**src/hw/rtl/stt_pkg.sv**
```systemverilog
// Types, token codes and character helpers for the source text tokenizer.
package stt_pkg;

    typedef enum logic [2:0] {
        MODE_IDLE,
        MODE_NUMBER,
        MODE_WORD,
        MODE_SYMBOL,
        MODE_COMMENT
    } scan_mode_t;

    localparam logic [5:0] TAG_OR       = 6'd0;
    localparam logic [5:0] TAG_AND      = 6'd1;
    localparam logic [5:0] TAG_EQ       = 6'd2;
    localparam logic [5:0] TAG_NE       = 6'd3;
    localparam logic [5:0] TAG_LE       = 6'd4;
    localparam logic [5:0] TAG_GE       = 6'd5;
    localparam logic [5:0] TAG_LT       = 6'd6;
    localparam logic [5:0] TAG_GT       = 6'd7;
    localparam logic [5:0] TAG_PLUS     = 6'd8;
    localparam logic [5:0] TAG_MINUS    = 6'd9;
    localparam logic [5:0] TAG_STAR     = 6'd10;
    localparam logic [5:0] TAG_SLASH    = 6'd11;
    localparam logic [5:0] TAG_PERCENT  = 6'd12;
    localparam logic [5:0] TAG_BANG     = 6'd13;
    localparam logic [5:0] TAG_AMP      = 6'd14;
    localparam logic [5:0] TAG_LPAREN   = 6'd15;
    localparam logic [5:0] TAG_RPAREN   = 6'd16;
    localparam logic [5:0] TAG_LBRACE   = 6'd17;
    localparam logic [5:0] TAG_RBRACE   = 6'd18;
    localparam logic [5:0] TAG_LBRACK   = 6'd19;
    localparam logic [5:0] TAG_RBRACK   = 6'd20;
    localparam logic [5:0] TAG_SEMI     = 6'd21;
    localparam logic [5:0] TAG_DOT      = 6'd22;
    localparam logic [5:0] TAG_COMMA    = 6'd23;
    localparam logic [5:0] TAG_ASSIGN   = 6'd24;
    localparam logic [5:0] TAG_DCOLON   = 6'd25;
    localparam logic [5:0] TAG_DEFINE   = 6'd26;
    localparam logic [5:0] TAG_ARROW    = 6'd27;
    localparam logic [5:0] TAG_IF       = 6'd28;
    localparam logic [5:0] TAG_THEN     = 6'd29;
    localparam logic [5:0] TAG_ELSE     = 6'd30;
    localparam logic [5:0] TAG_WHILE    = 6'd31;
    localparam logic [5:0] TAG_DO       = 6'd32;
    localparam logic [5:0] TAG_BREAK    = 6'd33;
    localparam logic [5:0] TAG_CONTINUE = 6'd34;
    localparam logic [5:0] TAG_RETURN   = 6'd35;
    localparam logic [5:0] TAG_CASE     = 6'd36;
    localparam logic [5:0] TAG_PROC     = 6'd37;
    localparam logic [5:0] TAG_STRUCT   = 6'd38;
    localparam logic [5:0] TAG_UNION    = 6'd39;
    localparam logic [5:0] TAG_ENUM     = 6'd40;
    localparam logic [5:0] TAG_ALIAS    = 6'd41;
    localparam logic [5:0] TAG_CAST     = 6'd42;
    localparam logic [5:0] TAG_VOID     = 6'd43;
    localparam logic [5:0] TAG_BOOL     = 6'd44;
    localparam logic [5:0] TAG_INT_TYPE = 6'd45;
    localparam logic [5:0] TAG_FALSE    = 6'd46;
    localparam logic [5:0] TAG_TRUE     = 6'd47;
    localparam logic [5:0] TAG_NULL     = 6'd48;
    localparam logic [5:0] TAG_INTEGER  = 6'd49;
    localparam logic [5:0] TAG_IDENT    = 6'd50;
    localparam logic [5:0] TAG_EOF      = 6'd51;

    localparam logic [7:0] CH_NUL     = 8'h00;
    localparam logic [7:0] CH_NEWLINE = 8'h0A;

    localparam int QUEUE_DEPTH = 4;

    typedef struct packed {
        logic [5:0]  tag;
        logic [31:0] start;
        logic [15:0] length;
        logic [23:0] line;
        logic [15:0] column;
        logic        bad;
        logic        last;
    } token_t;

    // Up to two tokens handed from the scanner to the queue in the same cycle.
    typedef struct packed {
        logic   push0;
        logic   push1;
        token_t tok0;
        token_t tok1;
    } push_t;

    function automatic logic is_digit(input logic [7:0] c);
        return (c >= "0") && (c <= "9");
    endfunction

    function automatic logic is_alpha(input logic [7:0] c);
        return ((c >= "a") && (c <= "z")) || ((c >= "A") && (c <= "Z"));
    endfunction

    function automatic logic is_space(input logic [7:0] c);
        return (c == " ") || ((c >= 8'd9) && (c <= 8'd13));
    endfunction

    function automatic logic is_word_char(input logic [7:0] c);
        return is_alpha(c) || is_digit(c) || (c == "_");
    endfunction

    function automatic logic is_pendable(input logic [7:0] c);
        return (c == ":") || (c == "|") || (c == "/") || (c == "&") || (c == "=") ||
               (c == "!") || (c == "<") || (c == ">") || (c == "-");
    endfunction

    function automatic logic is_immediate(input logic [7:0] c);
        return (c == "+") || (c == "*") || (c == "%") || (c == "(") || (c == ")") ||
               (c == "{") || (c == "}") || (c == "[") || (c == "]") || (c == ";") ||
               (c == ".") || (c == ",");
    endfunction

    function automatic logic [5:0] immediate_tag(input logic [7:0] c);
        logic [5:0] t;
        unique case (c)
            "+":     t = TAG_PLUS;
            "*":     t = TAG_STAR;
            "%":     t = TAG_PERCENT;
            "(":     t = TAG_LPAREN;
            ")":     t = TAG_RPAREN;
            "{":     t = TAG_LBRACE;
            "}":     t = TAG_RBRACE;
            "[":     t = TAG_LBRACK;
            "]":     t = TAG_RBRACK;
            ";":     t = TAG_SEMI;
            ".":     t = TAG_DOT;
            ",":     t = TAG_COMMA;
            default: t = TAG_OR;
        endcase
        return t;
    endfunction

    // Key holds the first eight word characters, first one in the top byte, zero padded.
    function automatic logic [5:0] keyword_tag(input logic [63:0] key);
        logic [5:0] t;
        unique case (key)
            {"if", 48'd0}:     t = TAG_IF;
            {"then", 32'd0}:   t = TAG_THEN;
            {"else", 32'd0}:   t = TAG_ELSE;
            {"while", 24'd0}:  t = TAG_WHILE;
            {"do", 48'd0}:     t = TAG_DO;
            {"break", 24'd0}:  t = TAG_BREAK;
            {"continue"}:      t = TAG_CONTINUE;
            {"return", 16'd0}: t = TAG_RETURN;
            {"proc", 32'd0}:   t = TAG_PROC;
            {"case", 32'd0}:   t = TAG_CASE;
            {"struct", 16'd0}: t = TAG_STRUCT;
            {"union", 24'd0}:  t = TAG_UNION;
            {"enum", 32'd0}:   t = TAG_ENUM;
            {"alias", 24'd0}:  t = TAG_ALIAS;
            {"cast", 32'd0}:   t = TAG_CAST;
            {"void", 32'd0}:   t = TAG_VOID;
            {"bool", 32'd0}:   t = TAG_BOOL;
            {"false", 24'd0}:  t = TAG_FALSE;
            {"true", 32'd0}:   t = TAG_TRUE;
            {"null", 32'd0}:   t = TAG_NULL;
            default:           t = TAG_IDENT;
        endcase
        return t;
    endfunction

endpackage

```
**src/hw/rtl/stt_front.sv**
```systemverilog
// Scanner front end: accepts bytes, tracks position and forms up to two tokens per byte.
module stt_front
    import stt_pkg::*;
#(
    parameter int KEYWORD_CHARS = 8,
    parameter int OFFSET_BITS   = 32
)
(
    input  logic       clk,
    input  logic       rst_n,
    input  logic       in_valid,
    output logic       in_ready,
    input  logic [7:0] source_byte,
    input  logic       space_ok,
    output push_t      push
);

    localparam int IDX_W = $clog2(KEYWORD_CHARS);
    localparam logic [OFFSET_BITS-1:0] OFF_MAX = '1;

    scan_mode_t                         mode_reg, mode_next;
    logic [15:0]                        pend_reg, pend_next;
    logic [KEYWORD_CHARS-1:0][7:0]      word_reg, word_next;
    logic [15:0]                        len_reg, len_next;
    logic [OFFSET_BITS-1:0]             beg_off_reg, beg_off_next;
    logic [23:0]                        beg_line_reg, beg_line_next;
    logic [15:0]                        beg_col_reg, beg_col_next;
    logic [OFFSET_BITS-1:0]             cur_off_reg, cur_off_next;
    logic [23:0]                        cur_line_reg, cur_line_next;
    logic [15:0]                        cur_col_reg, cur_col_next;
    logic                               halted_reg, halted_next;

    logic        accept;
    logic        adv;
    logic        fresh;
    logic        r0_v, r0_bad, f_v, f_bad;
    logic [5:0]  r0_tag, f_tag, word_tag;
    logic [15:0] r0_len, f_len;
    logic [63:0] key;
    logic [7:0]  first_ch, second_ch, want_ch;
    logic [5:0]  pair_tag, single_tag;
    logic [7:0]  b;
    token_t      r0_tok, f_tok;

    assign b        = source_byte;
    assign in_ready = space_ok;
    assign accept   = in_valid && in_ready;
    assign first_ch  = pend_reg[7:0];
    assign second_ch = pend_reg[15:8];

    always_comb
    begin
        for (int i = 0; i < 8; i++)
        begin
            key[63 - 8*i -: 8] = word_reg[i];
        end
    end

    always_comb
    begin
        if (len_reg > 16'(KEYWORD_CHARS))
        begin
            word_tag = TAG_IDENT;
        end
        else if (((len_reg == 16'd2) || (len_reg == 16'd3)) &&
                 ((word_reg[0] == "i") || (word_reg[0] == "u")) && is_digit(word_reg[1]) &&
                 ((len_reg == 16'd2) || is_digit(word_reg[2])))
        begin
            word_tag = TAG_INT_TYPE;
        end
        else if (len_reg <= 16'd8)
        begin
            word_tag = keyword_tag(key);
        end
        else
        begin
            word_tag = TAG_IDENT;
        end
    end

    always_comb
    begin
        unique case (first_ch)
            "&":
            begin
                want_ch = "&"; pair_tag = TAG_AND; single_tag = TAG_AMP;
            end
            "=":
            begin
                want_ch = "="; pair_tag = TAG_EQ; single_tag = TAG_ASSIGN;
            end
            "!":
            begin
                want_ch = "="; pair_tag = TAG_NE; single_tag = TAG_BANG;
            end
            "<":
            begin
                want_ch = "="; pair_tag = TAG_LE; single_tag = TAG_LT;
            end
            ">":
            begin
                want_ch = "="; pair_tag = TAG_GE; single_tag = TAG_GT;
            end
            default:
            begin
                want_ch = ">"; pair_tag = TAG_ARROW; single_tag = TAG_MINUS;
            end
        endcase
    end

    always_comb
    begin
        mode_next     = mode_reg;
        pend_next     = pend_reg;
        word_next     = word_reg;
        len_next      = len_reg;
        beg_off_next  = beg_off_reg;
        beg_line_next = beg_line_reg;
        beg_col_next  = beg_col_reg;
        halted_next   = halted_reg;
        adv    = 1'b0;
        fresh  = 1'b0;
        r0_v   = 1'b0;
        r0_tag = TAG_OR;
        r0_len = 16'd0;
        r0_bad = 1'b0;
        f_v    = 1'b0;
        f_tag  = TAG_OR;
        f_len  = 16'd0;
        f_bad  = 1'b0;

        unique case (mode_reg)
            MODE_NUMBER:
            begin
                if (is_digit(b))
                begin
                    if (len_reg != 16'hFFFF) len_next = len_reg + 16'd1;
                    adv = 1'b1;
                end
                else
                begin
                    r0_v = 1'b1; r0_tag = TAG_INTEGER; r0_len = len_reg;
                    fresh = 1'b1;
                end
            end
            MODE_WORD:
            begin
                if (is_word_char(b))
                begin
                    if (len_reg < 16'(KEYWORD_CHARS)) word_next[len_reg[IDX_W-1:0]] = b;
                    if (len_reg != 16'hFFFF) len_next = len_reg + 16'd1;
                    adv = 1'b1;
                end
                else
                begin
                    r0_v = 1'b1; r0_tag = word_tag; r0_len = len_reg;
                    fresh = 1'b1;
                end
            end
            MODE_SYMBOL:
            begin
                if (first_ch == ":")
                begin
                    if (second_ch == ":")
                    begin
                        if (b == "=")
                        begin
                            r0_v = 1'b1; r0_tag = TAG_DEFINE; r0_len = 16'd3;
                            adv = 1'b1; mode_next = MODE_IDLE; pend_next = 16'd0;
                        end
                        else
                        begin
                            r0_v = 1'b1; r0_tag = TAG_DCOLON; r0_len = 16'd2;
                            fresh = 1'b1;
                        end
                    end
                    else if (b == ":")
                    begin
                        pend_next = {8'(":"), 8'(":")};
                        adv = 1'b1;
                    end
                    else
                    begin
                        r0_v = 1'b1; r0_len = 16'd1; r0_bad = 1'b1;
                        halted_next = 1'b1;
                    end
                end
                else if (first_ch == "|")
                begin
                    if (b == "|")
                    begin
                        r0_v = 1'b1; r0_tag = TAG_OR; r0_len = 16'd2;
                        adv = 1'b1; mode_next = MODE_IDLE; pend_next = 16'd0;
                    end
                    else
                    begin
                        r0_v = 1'b1; r0_len = 16'd1; r0_bad = 1'b1;
                        halted_next = 1'b1;
                    end
                end
                else if (first_ch == "/")
                begin
                    if (b == "/")
                    begin
                        mode_next = MODE_COMMENT; pend_next = 16'd0; adv = 1'b1;
                    end
                    else
                    begin
                        r0_v = 1'b1; r0_tag = TAG_SLASH; r0_len = 16'd1;
                        fresh = 1'b1;
                    end
                end
                else if (b == want_ch)
                begin
                    r0_v = 1'b1; r0_tag = pair_tag; r0_len = 16'd2;
                    adv = 1'b1; mode_next = MODE_IDLE; pend_next = 16'd0;
                end
                else
                begin
                    r0_v = 1'b1; r0_tag = single_tag; r0_len = 16'd1;
                    fresh = 1'b1;
                end
            end
            MODE_COMMENT:
            begin
                if (b == CH_NUL)
                begin
                    fresh = 1'b1;
                end
                else
                begin
                    adv = 1'b1;
                    if (b == CH_NEWLINE) mode_next = MODE_IDLE;
                end
            end
            default:
            begin
                fresh = 1'b1;
            end
        endcase

        // A byte that ends a token, or arrives between tokens, starts a new scan.
        if (fresh)
        begin
            mode_next = MODE_IDLE;
            pend_next = 16'd0;
            if (is_space(b))
            begin
                adv = 1'b1;
            end
            else
            begin
                beg_off_next  = cur_off_reg;
                beg_line_next = cur_line_reg;
                beg_col_next  = cur_col_reg;
                if (b == CH_NUL)
                begin
                    f_v = 1'b1; f_tag = TAG_EOF;
                end
                else if (is_digit(b))
                begin
                    mode_next = MODE_NUMBER; len_next = 16'd1; adv = 1'b1;
                end
                else if (is_alpha(b) || (b == "_"))
                begin
                    mode_next = MODE_WORD;
                    word_next = '0;
                    word_next[0] = b;
                    len_next = 16'd1;
                    adv = 1'b1;
                end
                else if (is_pendable(b))
                begin
                    mode_next = MODE_SYMBOL; pend_next = {8'd0, b}; adv = 1'b1;
                end
                else if (is_immediate(b))
                begin
                    f_v = 1'b1; f_tag = immediate_tag(b); f_len = 16'd1; adv = 1'b1;
                end
                else
                begin
                    f_v = 1'b1; f_len = 16'd1; f_bad = 1'b1;
                    halted_next = 1'b1;
                end
            end
        end

        cur_off_next  = cur_off_reg;
        cur_line_next = cur_line_reg;
        cur_col_next  = cur_col_reg;
        if (adv)
        begin
            if (cur_off_reg != OFF_MAX) cur_off_next = cur_off_reg + OFFSET_BITS'(1);
            if (b == CH_NEWLINE)
            begin
                if (cur_line_reg != 24'hFFFFFF) cur_line_next = cur_line_reg + 24'd1;
                cur_col_next = 16'd1;
            end
            else if (cur_col_reg != 16'hFFFF)
            begin
                cur_col_next = cur_col_reg + 16'd1;
            end
        end
    end

    always_comb
    begin
        r0_tok.tag    = r0_tag;
        r0_tok.start  = 32'(beg_off_reg);
        r0_tok.length = r0_len;
        r0_tok.line   = beg_line_reg;
        r0_tok.column = beg_col_reg;
        r0_tok.bad    = r0_bad;
        r0_tok.last   = !f_v;

        f_tok.tag    = f_tag;
        f_tok.start  = 32'(cur_off_reg);
        f_tok.length = f_len;
        f_tok.line   = cur_line_reg;
        f_tok.column = cur_col_reg;
        f_tok.bad    = f_bad;
        f_tok.last   = 1'b1;

        push.push0 = accept && !halted_reg && (r0_v || f_v);
        push.push1 = accept && !halted_reg && r0_v && f_v;
        push.tok0  = r0_v ? r0_tok : f_tok;
        push.tok1  = f_tok;
    end

    always_ff @(posedge clk or negedge rst_n)
    begin
        if (!rst_n)
        begin
            mode_reg     <= MODE_IDLE;
            pend_reg     <= 16'd0;
            word_reg     <= '0;
            len_reg      <= 16'd0;
            beg_off_reg  <= '0;
            beg_line_reg <= 24'd1;
            beg_col_reg  <= 16'd1;
            cur_off_reg  <= '0;
            cur_line_reg <= 24'd1;
            cur_col_reg  <= 16'd1;
            halted_reg   <= 1'b0;
        end
        else if (accept && !halted_reg)
        begin
            mode_reg     <= mode_next;
            pend_reg     <= pend_next;
            word_reg     <= word_next;
            len_reg      <= len_next;
            beg_off_reg  <= beg_off_next;
            beg_line_reg <= beg_line_next;
            beg_col_reg  <= beg_col_next;
            cur_off_reg  <= cur_off_next;
            cur_line_reg <= cur_line_next;
            cur_col_reg  <= cur_col_next;
            halted_reg   <= halted_next;
        end
    end

endmodule

```
**src/hw/rtl/stt_back.sv**
```systemverilog
// Token queue and output side: stores up to four tokens and presents the oldest.
module stt_back
    import stt_pkg::*;
(
    input  logic   clk,
    input  logic   rst_n,
    input  push_t  push,
    output logic   space_ok,
    output logic   out_valid,
    input  logic   out_ready,
    output token_t tok
);

    localparam int PTR_W = $clog2(QUEUE_DEPTH);
    localparam int CNT_W = $clog2(QUEUE_DEPTH + 1);

    token_t             mem [QUEUE_DEPTH];
    logic [PTR_W-1:0]   wr_ptr_reg, wr_ptr_next;
    logic [PTR_W-1:0]   rd_ptr_reg, rd_ptr_next;
    logic [CNT_W-1:0]   count_reg, count_next;
    logic               pop;

    assign out_valid = (count_reg != '0);
    assign pop       = out_valid && out_ready;
    assign tok       = mem[rd_ptr_reg];
    assign space_ok  = (count_reg <= CNT_W'(QUEUE_DEPTH - 2));

    always_comb
    begin
        wr_ptr_next = wr_ptr_reg + PTR_W'(push.push0) + PTR_W'(push.push1);
        rd_ptr_next = rd_ptr_reg + PTR_W'(pop);
        count_next  = count_reg + CNT_W'(push.push0) + CNT_W'(push.push1) - CNT_W'(pop);
    end

    always_ff @(posedge clk)
    begin
        if (push.push0) mem[wr_ptr_reg] <= push.tok0;
        if (push.push1) mem[wr_ptr_reg + PTR_W'(1)] <= push.tok1;
    end

    always_ff @(posedge clk or negedge rst_n)
    begin
        if (!rst_n)
        begin
            wr_ptr_reg <= '0;
            rd_ptr_reg <= '0;
            count_reg  <= '0;
        end
        else
        begin
            wr_ptr_reg <= wr_ptr_next;
            rd_ptr_reg <= rd_ptr_next;
            count_reg  <= count_next;
        end
    end

endmodule

```
**src/hw/rtl/source_text_tokenizer_core.sv**
```systemverilog
// Top level of the streaming source text tokenizer.
//
// The input channel (in_valid, in_ready, source_byte) takes one source byte per item;
// a zero byte marks the end of the source and yields an end token. The output channel
// (out_valid, out_ready and the token fields) delivers one token per item, in order.
// A byte gives zero, one or two tokens; last_of_run marks the final token of a byte.
// The scanner takes one byte per cycle while in_ready is high. A token is stored
// when the byte that completes it is accepted, and a second token from the same byte
// is stored behind it. Both results of a byte enter a four-entry token queue
// together, and in_ready is low while that queue holds more than two tokens, so
// sustained input is one byte per cycle for as long as the receiver keeps up.
// When the receiver stalls, the queue fills and in_ready drops; no token is lost.
// After an error token (bad_char high) the scanner keeps accepting bytes but gives
// no further tokens until reset. Reset empties the queue and returns the scanner to
// line 1, column 1, offset 0, between tokens.
module source_text_tokenizer_core
    import stt_pkg::*;
#(
    parameter int KEYWORD_CHARS = 8,
    parameter int OFFSET_BITS   = 32
)
(
    input  logic        clk,
    input  logic        rst_n,
    input  logic        in_valid,
    output logic        in_ready,
    input  logic [7:0]  source_byte,
    output logic        out_valid,
    input  logic        out_ready,
    output logic [5:0]  token_tag,
    output logic [31:0] token_offset,
    output logic [15:0] token_length,
    output logic [23:0] token_line,
    output logic [15:0] token_column,
    output logic        bad_char,
    output logic        last_of_run
);

    push_t  push;
    logic   space_ok;
    token_t tok;

    // Front end: all lexing decisions and position tracking, a byte a cycle if ready.
    stt_front #(
        .KEYWORD_CHARS (KEYWORD_CHARS),
        .OFFSET_BITS   (OFFSET_BITS)
    ) u_front (
        .clk         (clk),
        .rst_n       (rst_n),
        .in_valid    (in_valid),
        .in_ready    (in_ready),
        .source_byte (source_byte),
        .space_ok    (space_ok),
        .push        (push)
    );

    // Back end: the token queue decouples the scanner from a stalling receiver.
    stt_back u_back (
        .clk       (clk),
        .rst_n     (rst_n),
        .push      (push),
        .space_ok  (space_ok),
        .out_valid (out_valid),
        .out_ready (out_ready),
        .tok       (tok)
    );

    assign token_tag    = tok.tag;
    assign token_offset = tok.start;
    assign token_length = tok.length;
    assign token_line   = tok.line;
    assign token_column = tok.column;
    assign bad_char     = tok.bad;
    assign last_of_run  = tok.last;

endmodule

```
**config.mk**
```make
export PLATFORM = sky130hd
export DESIGN_NAME = source_text_tokenizer_core
export DESIGN_NICKNAME = d
export VERILOG_FILES = /design/src/hw/rtl/stt_pkg.sv /design/src/hw/rtl/stt_front.sv /design/src/hw/rtl/stt_back.sv /design/src/hw/rtl/source_text_tokenizer_core.sv
export SDC_FILE = /design/constraint.sdc
export NUM_CORES = 1
export LEC_CHECK = 0
export ABC_AREA = 1
export BUFFER_PORTS_ARGS = -buffer_cell sky130_fd_sc_hd__buf_2
export CORE_AREA = 4 4 326 248
export DETAILED_ROUTE_END_ITERATION = 6
export DIE_AREA = 0 0 330 252
export GPL_TIMING_DRIVEN = 1
export PLACE_DENSITY = 0.66
export RECOVER_POWER = 50
export SYNTH_ARGS = -nofsm -noshare
export SYNTH_HDL_FRONTEND = slang
export SYNTH_SLANG_ARGS = --single-unit
```
**constraint.sdc**
```tcl
create_clock -name clk -period 4 [get_ports clk]
set_input_delay 0.2 -clock clk [delete_from_list [all_inputs] [get_ports clk]]
set_output_delay 0.2 -clock clk [all_outputs]
set_load 0.01 [all_outputs]
```
==> results of run 1 <==
[cells by family (layout without fill, tap and decap cells)]
group,count (synthesis),in the layout
and+or+nand+nor,2114,2114
DFF,628,628
xor gates and xnor gates,70,70
AOI/OAI and AO/OA,1046,1046
buffers and inverters,639,646
adders and majority gates,11,11
[through the flow]
stage          cell area (um^2)  instances  total power [uW]  hold WS [ns]
2_1_floorplan             34700       4508             13700       -0.0956
3_3_place_gp              36100       5436             16600         0.321
3_5_place_dp              36100       5436             16700         0.329
4_1_cts                   38200       5561             22800        0.0108
5_1_grt                   38100       5561             24100        0.0424
6_report                  38100       5561             22700        0.0413
[layer usage]
| metal | vias up | part of all wire [%] |
|---|---|---|
| met2 | 1458 | 41 |
| met1 | 14775 | 47 |
| met4 | 2 | 2.2 |
| met5 | - | 0.012 |
| li1 | 14977 | - |
| met3 | 156 | 11 |
[final timing paths]
path                                                end
worst min-delay path                    u_front.key[42]
worst min register to register         u_back.mem[1][0]
min in group asynchronous       u_front.beg_line_reg[7]
worst max register to register        u_back.mem[2][31]
worst max-delay path                  u_back.mem[1][84]
max in group asynchronous       u_front.beg_off_reg[24]
[worst register-to-register path, stage by stage (launching register included)]
cell and delay (ns):
sky130_fd_sc_hd__dfrtp_1 0.36, sky130_fd_sc_hd__inv_1 0.11, sky130_fd_sc_hd__nand2_1 0.09, sky130_fd_sc_hd__nor2_2 0.15
sky130_fd_sc_hd__nand4_1 0.29, sky130_fd_sc_hd__nor2_1 0.28, sky130_fd_sc_hd__nor2_1 0.10, sky130_fd_sc_hd__nand2_1 0.13
sky130_fd_sc_hd__nand2_1 0.06, sky130_fd_sc_hd__nand2_1 0.08, sky130_fd_sc_hd__nand2_1 0.13, sky130_fd_sc_hd__nand2_1 0.16
sky130_fd_sc_hd__a21oi_4 0.13, sky130_fd_sc_hd__nand2_4 0.09, sky130_fd_sc_hd__buf_6 0.77, sky130_fd_sc_hd__o21ai_0 0.26
[cells in the mapped netlist, types with 8 or more instances]
cell type | count | share of area (%)
sky130_fd_sc_hd__buf_1 | 8 | 0.087
sky130_fd_sc_hd__nor3_1 | 68 | 0.98
sky130_fd_sc_hd__o22ai_1 | 114 | 2.1
sky130_fd_sc_hd__dfxtp_1 | 64 | 3.7
sky130_fd_sc_hd__inv_2 | 26 | 0.28
sky130_fd_sc_hd__a21oi_1 | 115 | 1.7
sky130_fd_sc_hd__nand2_1 | 1149 | 12
sky130_fd_sc_hd__o21ai_1 | 117 | 1.7
sky130_fd_sc_hd__dfrtp_1 | 240 | 17
sky130_fd_sc_hd__nor4_1 | 28 | 0.50
sky130_fd_sc_hd__nand2_2 | 11 | 0.20
sky130_fd_sc_hd__buf_6 | 14 | 0.45
sky130_fd_sc_hd__nand4_1 | 87 | 1.6
sky130_fd_sc_hd__ha_1 | 10 | 0.36
sky130_fd_sc_hd__xor2_1 | 66 | 1.7
sky130_fd_sc_hd__buf_2 | 77 | 1.1
sky130_fd_sc_hd__edfxtp_1 | 320 | 28
sky130_fd_sc_hd__clkbuf_1 | 189 | 2.0
sky130_fd_sc_hd__inv_1 | 312 | 3.4
sky130_fd_sc_hd__nand3_1 | 138 | 2.0
sky130_fd_sc_hd__nor2_1 | 583 | 6.3
sky130_fd_sc_hd__o31ai_1 | 22 | 0.48
sky130_fd_sc_hd__o21ai_0 | 643 | 9.3
[power by group]
group          internal [uW]  switching [uW]
sequential              7530             700
clock                   3450            2640
combinational           2260            6150
[cell type report]
| type | instances | area (um^2) | share of cell area (%) |
|---|---|---|---|
| Clock buffer | 93 | 1860 | 4.88 |
| Clock inverter | 28 | 221 | 0.582 |
| Multi-Input combinational cell | 3241 | 15100 | 39.7 |
| Inverter | 344 | 1300 | 3.42 |
| Tap cell | 1046 | 1310 | 3.44 |
| Timing Repair Buffer | 181 | 1270 | 3.33 |
| Sequential cell | 628 | 17000 | 44.7 |
[timing repair]
item,in CTS,in global routing
endpoints found under the setup margin,0,0
buffers inserted,0,0
endpoints found under the hold margin,94,0
hold buffers,4,0
==> impl_summary.log, run 1 <==
INFO  metric max-cap-violations = 1
INFO  metric finalHoldViolations = 0
INFO  metric place_congestion = a little over 0.9
INFO  metric floorplan.die.height = 252 um
INFO  metric timing_worst_setup_path_type = input port to register
INFO  metric postSynthCellCount = 4,508
INFO  metric die-width = 330 um
INFO  metric grtUsageMet2 = 36.1%
INFO  metric synth-compound-area-share = around 16%
INFO  metric route.detailed.wl_per_inst = between 15 and 20 um
INFO  metric final-max-slew-violation-count = 97
INFO  metric final.setup_skew = 0.0196 ns
INFO  metric largest_reg_flops = 384
INFO  metric mostFrequentLayoutCell = sky130_fd_sc_hd__nand2_1
INFO  metric cts-root-to-sink-buffers = 3
INFO  metric power_density = approximately 600 mW/mm^2
INFO  metric yosys.area_share.simple = 25.3%
INFO  metric timing.critical_path.depth = 22
INFO  metric setup_ws_pre_cts = 0.336 ns
INFO  metric period_needed = between 3 and 4 ns
INFO  metric endpoint_kind = register
INFO  metric crit_slowest_cell = sky130_fd_sc_hd__inv_1
INFO  metric row_count = 89
INFO  metric routed-via-count = 31,368
INFO  metric status = finished with violations
INFO  metric global_route.overflow_total = 0
INFO  metric total_number_of_clock_tree_sinks = approximately 630
INFO  metric timing.fmax = 270 MHz
INFO  metric ys.warnings.count = 0
INFO  metric crit_fanout = 16
INFO  metric grt_pass1_vias = 28,866
INFO  metric cts_tree = done
INFO  metric grt_first_pass_wirelength = 170 mm
INFO  metric worstHoldPathType = input port to register
INFO  metric synthMuxAreaShare = 0%
INFO  metric timing.hold.worst.start = source_byte[2]
INFO  metric antenna-diode-count = 0
INFO  metric critPathRequiredTime = 4.45 ns
INFO  metric dr.first_iter.drc_count = ~3,800
INFO  metric drt-vias-per-instance = about 5.6
INFO  metric synthFlopType = sky130_fd_sc_hd__edfxtp_1
INFO  metric die_area = 0.0832 mm^2
INFO  metric post_synth_arst_share = 38.9%
INFO  metric synth_edf_count = 320
INFO  metric synth_xor_area_share = 1.77%
INFO  metric syn_area = 0.0347 mm^2
INFO  metric critical-path-max-stage-delay = between 0.5 and 0.6 ns
INFO  metric hpwl = about 68 mm
INFO  metric finalCritPeriodShare = 92.7%
INFO  metric worst_pin_slew = between 2 and 3 ns
INFO  metric registers.top_by_ff_count = u_back.mem
INFO  metric ir_worst_vdd = between 600 and 700 uV
INFO  metric io_buf_count = 109
INFO  metric total_leakage_power = approximately 0.015 uW
INFO  metric reg2reg_slack = 0.48 ns
INFO  metric clock_latency = around 0.62 ns
INFO  metric ant_nets = 0
INFO  metric boundaryPins = 110
INFO  metric largest_net_degree_at_the_start_of_global_routing = between 100 and 150
INFO  metric rsz0062_at_grt = no
INFO  metric synthAdderAreaFrac = less than 1%
INFO  metric whs_path_depth = 3
INFO  metric slew-limit-headroom = -91.4%
INFO  metric drive_gt1_share = 6.95%
INFO  metric worst-r2r-cell-count = 15
INFO  metric grt.met1_usage = 40.3%
INFO  metric cp-startpoint = source_byte[1]
INFO  metric cts-htree-levels = 3
INFO  metric violations = max-capacitance violations, max-slew violations
INFO  metric remaining_drc_errors = 0
INFO  metric timing.critical_path.max_delay_family = buffers and inverters
INFO  metric cts.repair.resized = 0
INFO  metric fin_nets = around 4,500
INFO  metric main_combinational_cell_family_by_area_after_synthesis = simple AND/OR/NAND/NOR gates
INFO  metric cts_buffers = 68
INFO  metric post_synth.cell_area_avg = between 7 and 8 um^2
INFO  metric area_growth = 9.69%
INFO  metric initial_utilization = 44.6%
INFO  metric worst-path-buf-inv = 8
INFO  metric core_area = 0.0778 mm^2
INFO  metric r2r_start = u_front.pend_reg[6]
INFO  metric syn-num-nets = 4,531
INFO  metric number_of_antenna_violations_at_the_first_check_in_global_routing = 3
INFO  metric setup_ws = approximately 0.29 ns
INFO  metric met3_grt_util = 6.06%
INFO  metric drt-total-wl = between 100 and 150 mm
INFO  metric busiest_layer = met1
INFO  metric ys_seq_area_share = 49.0%
INFO  metric gr-usage-all-layers = 25.9%
INFO  metric totalNegativeSetupSlack = 0 ns
INFO  metric fillerInstances = roughly 7,600
INFO  metric most-common-layout-cells = 1,148 x sky130_fd_sc_hd__nand2_1, 657 x sky130_fd_sc_hd__o21ai_0, 581 x sky130_fd_sc_hd__nor2_1, 320 x sky130_fd_sc_hd__edfxtp_1, 315 x sky130_fd_sc_hd__inv_1
INFO  metric critPathLaunchType = input port
INFO  metric fin_util = 48.9%
INFO  metric cp_cell_sequence = dlygate4sd3_1, buf_2, inv_2, nand2_4, nor2_2, nand2_1, nand3_1, nand2_2, nor2_4, nand2_4, nand2_1, inv_2, nand2_4, inv_4, nor2_4, nand3_4, inv_2, nand2_2, inv_1, clkbuf_2, nand2_1, o21ai_1
INFO  metric yosys_register_bits = 628
INFO  metric endpoint_arrival_time_on_the_critical_path = 4.15 ns
INFO  metric netlist-cell-type-count = 60
INFO  metric setup_viol_count_final = 0
INFO  metric clock-root-buffer = sky130_fd_sc_hd__clkbuf_16
INFO  metric clock_pin_slew_on_the_worst_setup_and_hold_paths = 0.06 ns
INFO  metric drt_pass1_iterations = 6
No activity file was read; power rests on OpenSTA's default activity.
==> inputs of run 2 (changes only) <==
- CORE_AREA: 4 4 326 248 -> 4 4 346 263
- DIE_AREA: 0 0 330 252 -> 0 0 350 267
- PLACE_DENSITY: 0.66 -> 0.6
==> impl_summary.log, run 2 (synthesized netlist as in run 1, its figures left out) <==
INFO  metric status = finished with violations
INFO  metric violations = max-capacitance violations, max-slew violations
INFO  metric crit_fanout = 45
INFO  metric drt-vias-per-instance = about 5.5
INFO  metric finalCritPeriodShare = 92.8%
INFO  metric endpoint_arrival_time_on_the_critical_path = around 3.5 ns
INFO  metric worst_pin_slew = 2.72 ns
INFO  metric place_congestion = ~0.95
INFO  metric most-common-layout-cells = 1,153 x sky130_fd_sc_hd__nand2_1, 700 x sky130_fd_sc_hd__o21ai_0, 584 x sky130_fd_sc_hd__nor2_1, 320 x sky130_fd_sc_hd__edfxtp_1, 315 x sky130_fd_sc_hd__inv_1
INFO  metric final.setup_skew = 0.0163 ns
INFO  metric floorplan.die.height = 267 um
INFO  metric finalHoldViolations = 0
INFO  metric clock-root-buffer = sky130_fd_sc_hd__clkbuf_16
INFO  metric finalNonFillerCells = about 5,700
INFO  metric drive_gt1_share = 6.01%
INFO  metric mostFrequentLayoutCell = sky130_fd_sc_hd__nand2_1
INFO  metric remaining_drc_errors = 0
INFO  metric endpoint_kind = output port
INFO  metric cp-startpoint = u_back.rd_ptr_reg[1]
INFO  metric dr.first_iter.drc_count = 3,372
INFO  metric detail_route.wirelength.met1 = 52.9 mm
INFO  metric routed-via-count = about 31,000
INFO  metric boundaryPins = 110
INFO  metric clock_pin_slew_on_the_worst_setup_and_hold_paths = approximately 0.06 ns
INFO  metric top_signal_layer_used = met4
INFO  metric critPathRequiredTime = around 3.8 ns
INFO  metric grt_pass1_vias = 28,982
INFO  metric total_number_of_clock_tree_sinks = around 630
INFO  metric total_leakage_power = around 0.015 uW
INFO  metric cts-htree-levels = 3
INFO  metric power_density = 611 mW/mm^2
INFO  metric gr-usage-all-layers = 23.6%
INFO  metric ant_nets = 0
INFO  metric final-max-slew-violation-count = 88
INFO  metric inst_count_dp = 5,544
INFO  metric initial_utilization = 39.7%
INFO  metric io_buf_count = 109
INFO  metric rsz0062_at_grt = no
INFO  metric route.detailed.wl_per_inst = around 20 um
INFO  metric registers.top_by_ff_count = u_back.mem
INFO  metric slew-limit-headroom = -81.3%
INFO  metric setup_fix_buffers_added_after_clock_tree_synthesis = 0
INFO  metric largest_reg_flops = 384
INFO  metric hpwl = 71.3 mm
INFO  metric area_growth = 10.7%
INFO  metric routed-wl-met2 = 46.7 mm
INFO  metric grt_first_pass_wirelength = 174 mm
INFO  metric ir_worst_vdd = 442 uV
INFO  metric design_power_total = 23,500 uW
INFO  metric die-width = 350 um
INFO  metric fin_nets = 4,490
INFO  metric worstHoldPathType = input port to register
INFO  metric drt_pass1_iterations = 5
INFO  metric critPathLaunchType = register
INFO  metric totalNegativeSetupSlack = 0 ns
INFO  metric max-cap-violations = 1
INFO  metric die_area = 0.0935 mm^2
INFO  metric timing_worst_setup_path_type = register to output port
INFO  metric clock_latency = between 0.6 and 0.7 ns
INFO  metric timing.fmax = 269 MHz
INFO  metric global_route.overflow_total = 0
INFO  metric period_needed = 3.71 ns
INFO  metric core_area = slightly below 0.09 mm^2
INFO  metric largest_net_degree_at_the_start_of_global_routing = 179
INFO  metric number_of_antenna_violations_at_the_first_check_in_global_routing = 0
INFO  metric cts-root-to-sink-buffers = 3
INFO  metric fin_util = 44.0%
INFO  metric cts_buffers = 70
INFO  metric route.met3.wl = 9.65 mm
INFO  metric drt-total-wl = around 110 mm
INFO  metric antenna-diode-count = 0
INFO  metric row_count = 94
INFO  metric setup_viol_count_final = 0
INFO  metric timing.hold.worst.start = source_byte[2]
INFO  metric r2r_start = u_front.pend_reg[4]
INFO  metric cts_tree = done
-- run 2: worst max-delay path: stages, from the launching register on --
cell,delay [ns]
sky130_fd_sc_hd__dfrtp_4,0.81
sky130_fd_sc_hd__clkbuf_2,1.03
sky130_fd_sc_hd__o21ai_0,0.26
sky130_fd_sc_hd__o22ai_1,0.53
sky130_fd_sc_hd__buf_2,0.25
-- run 2: path summary, 6_finish.rpt --
| check | endpoint | slack, ns | depth (start not counted) |
|---|---|---|---|
| max | token_tag[3] | 0.29 | 4 |
| min | u_front.pend_reg[2] | 0.06 | 3 |
| max reg2reg | u_back.mem[2][65] | 0.41 | 15 |
| min reg2reg | u_back.mem[3][53] | 0.47 | 2 |
| max in group asynchronous | u_back.rd_ptr_reg[0] | 1.10 | 2 |
| min in group asynchronous | u_front.beg_line_reg[17] | 0.91 | 2 |
-- run 2: routing by layer --
| metal | global-route usage [%] | vias to the layer above |
|---|---|---|
| met5 | 0 | - |
| met4 | 6.25 | 0 |
| met3 | 4.97 | 149 |
| met2 | 34.1 | 1254 |
| met1 | 35.6 | 14799 |
| li1 | - | 14982 |
-- run 2: repair_timing --
| item | 4_1_cts | 5_1_grt |
|---|---|---|
| hold buffers | 3 | 0 |
| resized for setup | 0 | 0 |
| endpoints found under the hold margin | 87 | 0 |
-- run 2: final cells by class --
class	count	area, um^2
fillers	8740	49000
repair buffers	182	1170
inverters	344	1300
flip-flops and latches	628	17000
multi-input cells	3241	15100
well taps	1152	1440
clock buffers	96	2030
clock inverters	34	409
-- run 2: power by group --
part           leakage [uW]  switching, uW  internal, uW  total (uW)
clock network       0.00120           2740          4140        6880
registers           0.00634            657          7530        8190
logic               0.00736           6250          2140        8390
total                0.0149           9650         13800       23500
-- run 2: stage by stage --
stage	hold slack [ns]	area [um^2]	worst slack, ns
floorplan	-0.0956	34700	0.518
global placement	0.274	36300	0.429
detailed placement	0.277	36300	0.394
CTS	0.0225	38700	0.536
global route	0.0556	38400	0.107
finish	0.0593	38400	0.286
